<file path="config.mk">
export PLATFORM = sky130hd
export DESIGN_NAME = htbd_rsp_queue
export DESIGN_NICKNAME = d
export VERILOG_FILES = /design/src/htbd_pkg.sv /design/src/htbd_rsp_queue.sv
export SDC_FILE = /design/constraint.sdc
export NUM_CORES = 1
export LEC_CHECK = 0
export BUFFER_PORTS_ARGS = -buffer_cell sky130_fd_sc_hd__buf_2
export CAP_MARGIN = 10
export CORE_UTILIZATION = 47
export DETAILED_ROUTE_END_ITERATION = 10
export GPL_ROUTABILITY_DRIVEN = 0
export PLACE_DENSITY = 0.82
export SLEW_MARGIN = 5
export SYNTH_ARGS = -nofsm -noshare
export SYNTH_HDL_FRONTEND = slang
export SYNTH_SLANG_ARGS = --single-unit
</file>
<file path="constraint.sdc">
create_clock -name clock -period 1.5 [get_ports clock]
set_clock_uncertainty 0.1 [all_clocks]
set_input_delay 0.15 -clock clock [delete_from_list [all_inputs] [get_ports clock]]
set_output_delay 0.15 -clock clock [all_outputs]
set_load 0.01 [all_outputs]
</file>
<file path="src/htbd_pkg.sv">
// ----------------------------------------------------------------------------
// Huffman tree bit decoder package
// Shared widths, codes and the result word type of the tree-walk decoder.
// ----------------------------------------------------------------------------
`default_nettype none

package htbd_pkg;

   localparam int IDX_FIELD_W      = 9;
   localparam int SYMBOL_W         = 8;
   localparam int NODES_DEFAULT    = 512;
   localparam int SYMBOL_BITS_DEF  = 8;
   localparam int FOLD_SHIFT       = 20;
   localparam int RSP_DEPTH        = 3;
   localparam int RSP_PTR_W        = 2;
   localparam int RSP_COUNT_W      = 2;
   localparam int CSR_ADDR_W       = 3;
   localparam int CSR_DATA_W       = 32;

   localparam logic [0:0] CSR_ROOT_NODE = 1'b0;

   localparam logic STATUS_OK    = 1'b0;
   localparam logic STATUS_ERROR = 1'b1;

   typedef enum logic [0:0] {
      OP_WRITE  = 1'b0,
      OP_DECODE = 1'b1
   } op_type;

   typedef struct packed {
      logic [SYMBOL_W-1:0] symbol;
      logic                status;
   } rsp_word_type;

endpackage

`default_nettype wire

</file>
<file path="src/htbd_rsp_queue.sv">
// ----------------------------------------------------------------------------
// Result queue
// Three-word circular queue that holds decoded words until the receiver
// takes them, so the decode walk keeps moving while the output stalls.
// ----------------------------------------------------------------------------
`default_nettype none

module htbd_rsp_queue (
   input  wire logic                                  clock,
   input  wire logic                                  reset,
   input  wire logic                                  push_valid,
   input  wire htbd_pkg::rsp_word_type                push_word,
   input  wire logic                                  pop_stall,
   output logic                                       pop_valid,
   output htbd_pkg::rsp_word_type                     pop_word,
   output logic [htbd_pkg::RSP_COUNT_W-1:0]           count
);

   localparam int DEPTH = htbd_pkg::RSP_DEPTH;
   localparam int PTR_W = htbd_pkg::RSP_PTR_W;
   localparam int CNT_W = htbd_pkg::RSP_COUNT_W;

   htbd_pkg::rsp_word_type slots [DEPTH];

   logic [PTR_W-1:0] wr_ptr_ff, wr_ptr_in;
   logic [PTR_W-1:0] rd_ptr_ff, rd_ptr_in;
   logic [CNT_W-1:0] count_ff,  count_in;
   logic             pop;

   assign pop       = (count_ff != '0) && !pop_stall;
   assign pop_valid = (count_ff != '0);
   assign pop_word  = slots[rd_ptr_ff];
   assign count     = count_ff;

   always_comb begin
      wr_ptr_in = wr_ptr_ff;
      rd_ptr_in = rd_ptr_ff;
      count_in  = count_ff;
      if (push_valid) begin
         wr_ptr_in = (wr_ptr_ff == PTR_W'(DEPTH - 1)) ? '0 : wr_ptr_ff + 1'b1;
      end
      if (pop) begin
         rd_ptr_in = (rd_ptr_ff == PTR_W'(DEPTH - 1)) ? '0 : rd_ptr_ff + 1'b1;
      end
      if (push_valid && !pop) begin
         count_in = count_ff + 1'b1;
      end else if (!push_valid && pop) begin
         count_in = count_ff - 1'b1;
      end
   end

   always_ff @(posedge clock) begin
      if (reset) begin
         wr_ptr_ff <= '0;
         rd_ptr_ff <= '0;
         count_ff  <= '0;
      end else begin
         wr_ptr_ff <= wr_ptr_in;
         rd_ptr_ff <= rd_ptr_in;
         count_ff  <= count_in;
      end
   end

   always_ff @(posedge clock) begin
      if (push_valid) begin
         slots[wr_ptr_ff] <= push_word;
      end
   end

endmodule

`default_nettype wire

</file>
==> results of run 1 <==
-- state kept, by name, summed over array words and instances, names as in the netlist, named ones only --
register   count
slots         27
count          2
rd_ptr_ff      2
wr_ptr_ff      2
-- power breakdown --
group	internal, mW	leakage [nW]	total [mW]	switching (mW)
clock	0.224	0.0329	0.500	0.276
sequential	1.14	0.317	1.22	0.0824
combinational	0.335	0.300	0.647	0.312
total	1.70	0.650	2.37	0.670
-- worst paths after layout --
| path | from | endpoint | slack (ps) | depth (start not counted) |
|---|---|---|---|---|
| worst max register to register | count[0] | count[1] | 60 | 4 |
| worst min-delay path | push_valid | wr_ptr_ff[0] | 70 | 4 |
| worst min register to register | rd_ptr_ff[1] | rd_ptr_ff[1] | 410 | 2 |
| worst max-delay path | flip-flop | pop_word[1] | -8 | 4 |
-- worst max-delay path, delay by kind of cell (launching register included) --
kind                   cells  cell delay (ps)
flip-flops                 1              370
AO/OA/AOI/OAI              1               90
buffers and inverters      2              280
multiplexers               1              200
-- per-layer routing --
metal  track usage  share of wire  vias to the layer above
met5             0              0                        -
met1        0.1858           0.41                      384
li1              -              -                      425
met2        0.3273           0.52                       27
met3       0.08333          0.052                        4
met4        0.1026          0.022                        0
-- layout make-up --
cell class | instances | area, µm² | area share
Multi-Input combinational cell | 51 | 347.8 | 0.2012
Sequential cell | 35 | 978.4 | 0.5658
Tap cell | 30 | 37.54 | 0.02171
Inverter | 1 | 3.754 | 0.002171
Clock buffer | 7 | 55.05 | 0.03184
Timing Repair Buffer | 44 | 302.8 | 0.1751
Clock inverter | 1 | 3.754 | 0.002171
-- kinds of logic (layout without fill, tap and decap cells) --
kind of cell | after synthesis | count (layout)
XOR/XNOR | 2 | 2
multiplexers | 10 | 10
AND/OR/NAND/NOR | 23 | 23
AO/OA/AOI/OAI | 15 | 15
buffers and inverters | 4 | 53
flip-flops | 35 | 35
adder cells (fa/ha/maj) | 1 | 1
-- repair_timing --
item	4_1_cts	5_1_grt
setup endpoints to repair	9	10
endpoints found under the hold margin	35	0
cloned	1	0
hold buffers	10	0
pin swaps	0	0
resized for setup	5	8
-- layout by cell type, fill, tap and decap left out, types with 2 or more instances in the layout --
master,n
xor2_1,2
buf_4,8
nand2_1,13
a21oi_2,2
buf_6,2
or3_1,2
o21ai_1,9
buf_2,24
nor2_1,5
dfxtp_2,3
a21oi_1,2
dfxtp_1,4
mux2i_1,9
clkbuf_4,5
dlygate4sd3_1,10
edfxtp_1,27
-- metrics by stage --
stage	worst slack, ps	hold WS, ps	total power [mW]
final	-7.902	66.87	2.371
after global routing	-74.61	78.94	2.517
after CTS	-26.73	37.08	2.344
after detailed placement	32.99	257.6	1.790
after global placement	100.2	252.1	1.754
after floorplan	36.40	115.0	1.554
==> flow_summary.ini, run 1 <==
[route]
dr_total_vias = 840
routed_wl_um = 2327
ant_nets = 0
drtIter0Drc = 22
viasPerCell = 4.970
routedWlPerCell_um = 13.77
drc = 0
drt-pass1-iter-count = 4

[setup_path]
worst_path_max_delay_cell = dfxtp_2
slowest_delay_ps = 370
crit_type = reg -> out
cp-start-kind = flip-flop
cp-end-kind = output port
cp_cell_sequence = buf_6, mux2i_1, o21ai_1, buf_2
worstPathMaxFanout = 5
crit_required_ps = 1250
arrival_ps = 1260

[finish]
nFillCells = 199
fin_util = 0.6794
nNetsFinal = 152
area_delta_synth_final_pct = 32.25
fin_cells = 169
design_area_mm2 = 0.001729
drive_gt1_frac = 0.3597
num_antenna_cells = 0

[clocking]
clk_latency_ps = 330
clk_pin_slew_ps = 90
cts.sink_count = 35
clockBufferDepth = 2
cts_tree = done
htree_levels = 2
root_buffer = clkbuf_4
cts_buffers = 5
postCtsSetupBuffers = 0

[sta]
post-route-period-util = 1.005
hold_viol = 0
worst_pin_slew_ps = 201.0
maxSlewViolCount = 0
min_period_ps = 1508
rsz0062_at_grt = true
setup_viol = 2
setup_ws_ps = -7.902
setup_tns_ps = -9.310
fmax_mhz = 663.2
max_slew_margin = 0.8646

[placed_design]
place_inst = 150
dp_hpwl_um = 1590
placed_cell_area_mm2 = 0.001525
port_buffers = 24

[synth]
synth.avg_cell_area_um2 = 14.53
syn_inst = 90
synthFlopType = edfxtp_1
yosys_warnings = 0
synthTopCellsByCount = edfxtp_1, nand2_1, mux2i_1
synthSimpleGateAreaFrac = 0.07847
synth_xor_area_frac = 0.01340
synth-edff-count = 27
synth_nets = 104
synth-adder-area-share = 0.009569
synth_top_family_by_area = simple AND/OR/NAND/NOR gates
synth_largest_area_cell = edfxtp_1
synthMuxAreaShare = 0.07751
syn-cell-area_mm2 = 0.001308
yosys.cell_count.top_type = edfxtp_1
yosysUniqueCellTypes = 20
async_reset_ff_frac = 0
synth_seq_area_share = 0.7426
yosys_register_bits = 35
ys_top_cells_by_area = edfxtp_1, dfxtp_1, mux2i_1
synth_compound_area_frac = 0.06507
synth_top_area_share = 0.6201

[grt]
grt_use_total = 0.1889
gr-total-overflow = 0
grt_max_degree = 12
grt_pass1_vias = 774
grt_pass1_wl_um = 3505
antenna_found_initial = 0

[power_and_ir_drop]
p_per_area_mw_per_mm2 = 1371
ir_drop_mv = 1.251
p_leak_nw = 0.6500

[die]
row_count = 18
start_util = 0.5138
die_x_um = 54.75
chipHeight_um = 54.75
io_pins = 25
die_area_mm2 = 0.002997
coreArea_mm2 = 0.002545

[job]
drv_cap = 0

[hold_path]
hold_class = in -> reg

[run_status]
status = complete, but fails checks
violations = setup timing
Note: power is estimated with default switching activity, not from simulation.
==> run 2: changes to the inputs <==
- ABC_AREA: default -> 1
- CORE_UTILIZATION: 47 -> 48
- PLACE_DENSITY: 0.82 -> 0.83
==> run 2 against run 1 <==
- the flow now finishes without violations
- clock-buffer cell count down 2
- largest power group unchanged
- combinational power down 18%
- clock power down 7.8%
- sequential share of layout area down 1.5 points
- critical endpoint is now pop_word[0]
- final cell count up 15%
- critical path type unchanged
- first-iteration DRC count down 23%
==> flow_summary.ini, run 2 <==
[run_status]
status = finished clean

[finish]
drive_gt1_frac = 0.3598
fin_util = 0.6954
mostFrequentLayoutCell = edfxtp_1
fin_cells = 194
nNetsFinal = 177
largest_reg_flops = 27
design_area_mm2 = 0.001785
layout_common_cells = edfxtp_1, buf_2, nand2_1
top_register = slots
area_delta_synth_final_pct = 32.37
num_antenna_cells = 0

[grt]
gr-total-overflow = 0
grt_use_total = 0.2081
grt_pass1_wl_um = 4112
antenna_found_initial = 0
grt_pass1_vias = 1004
grt_max_degree = 12

[placed_design]
placed_cell_area_mm2 = 0.001518
port_buffers = 24
place_inst = 172
dp_hpwl_um = 1849

[synth]
synthFlopType = edfxtp_1
synthTopCellsByCount = edfxtp_1, a21oi_1, nand2_1
yosys_warnings = 0
synth_seq_area_share = 0.7199
ys_top_cells_by_area = edfxtp_1, dfxtp_1, a21oi_1
syn_inst = 117
yosysUniqueCellTypes = 17
syn-cell-area_mm2 = 0.001349
yosys.cell_count.top_type = edfxtp_1
synth_largest_area_cell = edfxtp_1
async_reset_ff_frac = 0
synth.avg_cell_area_um2 = 11.53
synth-edff-count = 27
synth_nets = 131
synth_top_area_share = 0.6011
yosys_register_bits = 35

[setup_path]
worstPathMaxFanout = 4
path_delay_family = flip-flops
cpMostUsedCell = a21oi_2
r2r-start = count[1]
crit_buf_inv = 2
crit_required_ps = 1250
slowest_delay_ps = 380
worst_path_max_delay_cell = dfxtp_4
crit_type = reg -> out
cp-start-kind = flip-flop
cp-end-kind = output port
cp_cell_sequence = buf_4, a21oi_2, a21oi_2, buf_2
arrival_ps = 1200

[die]
start_util = 0.5253
io_pins = 25
die_x_um = 55.01
chipHeight_um = 55.01
row_count = 18
coreArea_mm2 = 0.002567
die_area_mm2 = 0.003026

[sta]
setup_tns_ps = 0
post-route-period-util = 0.9697
max_slew_margin = 0.7283
worst_pin_slew_ps = 407.0
setup_viol = 0
fmax_mhz = 687.5
maxSlewViolCount = 0
rsz0062_at_grt = true
hold_viol = 0
whs_ps = 56.57
min_period_ps = 1455

[job]
drv_cap = 0

[route]
dr_total_vias = 1002
wl_met1_um = 1145
routedWlPerCell_um = 14.52
viasPerCell = 5.165
top_layer = met3
wl_met2_um = 1565
drtIter0Drc = 17
drc = 0
ant_nets = 0
drt-pass1-iter-count = 4
route.met3.wl_um = 106
routed_wl_um = 2817

[power_and_ir_drop]
net-switching-power_mw = 0.6323
clkPwrFrac = 0.214
p_per_area_mw_per_mm2 = 1206
intPower_mw = 1.520
switching_share = 0.2937
seq_power_share = 0.538
ir_drop_mv = 0.7827
p_leak_nw = 0.7261
combPwrFrac = 0.247

[hold_path]
hold_start = push_valid
hold_class = in -> reg

[clocking]
cts.sink_count = 35
htree_levels = 2
clk_pin_slew_ps = 100
cts_tree = done
clockBufferDepth = 2
clk_latency_ps = 320
root_buffer = clkbuf_4
cts_buffers = 5
[run 2: power groups by stage]
stage	Combinational, mW	Sequential [mW]	Clock, mW
6_report	0.532	1.16	0.461
3_5_place_dp	0.413	1.18	0
5_1_grt	0.596	1.17	0.513
2_1_floorplan	0.264	1.16	0
3_3_place_gp	0.385	1.17	0
4_1_cts	0.436	1.16	0.473
[run 2: what timing repair did]
item | 4_1_cts | 5_1_grt
buffers inserted | 0 | 4
pin swaps | 0 | 3
endpoints found under the hold margin | 29 | 0
setup endpoints to repair | 10 | 11
hold buffers | 10 | 0
resized for setup | 5 | 23
[run 2: path summary, 6_finish.rpt]
path | to | slack, ps | cells after the start
hold reg to reg | count[0] | 360 | 1
setup reg to reg | count[1] | 70 | 9
setup / recovery | pop_word[0] | 50 | 4
hold / removal | wr_ptr_ff[0] | 60 | 3
[run 2: metal layers]
metal,vias up,global-route usage
li1,490,-
met1,487,0.1986
met2,25,0.4116
met3,0,0.06011
met4,0,0.07500
met5,-,0
[run 2: cell type report]
type                            count  area, µm²
Timing Repair Buffer               41      284.0
Fill cell                         192      782.0
Clock inverter                      3      15.01
Clock buffer                        5      37.54
Tap cell                           30      37.54
Sequential cell                    35      983.4
Multi-Input combinational cell     65      366.6
Inverter                           15      61.31
[run 2: worst reg2reg max path, stage by stage, from the launching register on]
cell,delay (ps)
dfxtp_2,340
inv_1,80
a21oi_4,150
inv_1,60
ha_1,290
inv_2,90
nand3_1,90
nand2_1,70
inv_1,40
nor2_1,80
[run 2: logic make-up after synthesis]
kind of cell,Yosys count,synth area share
fa+ha+maj,1,0.009275
simple gates,41,0.1234
buf+inv,17,0.05380
compound gates,23,0.09369
flops,35,0.7199
[run 2: through the flow]
stage | total power, mW | setup WS (ps)
2_1_floorplan | 1.424 | 50.92
3_3_place_gp | 1.557 | 155.3
3_5_place_dp | 1.592 | 18.90
4_1_cts | 2.072 | 4.905
5_1_grt | 2.275 | -32.12
6_report | 2.153 | 45.40
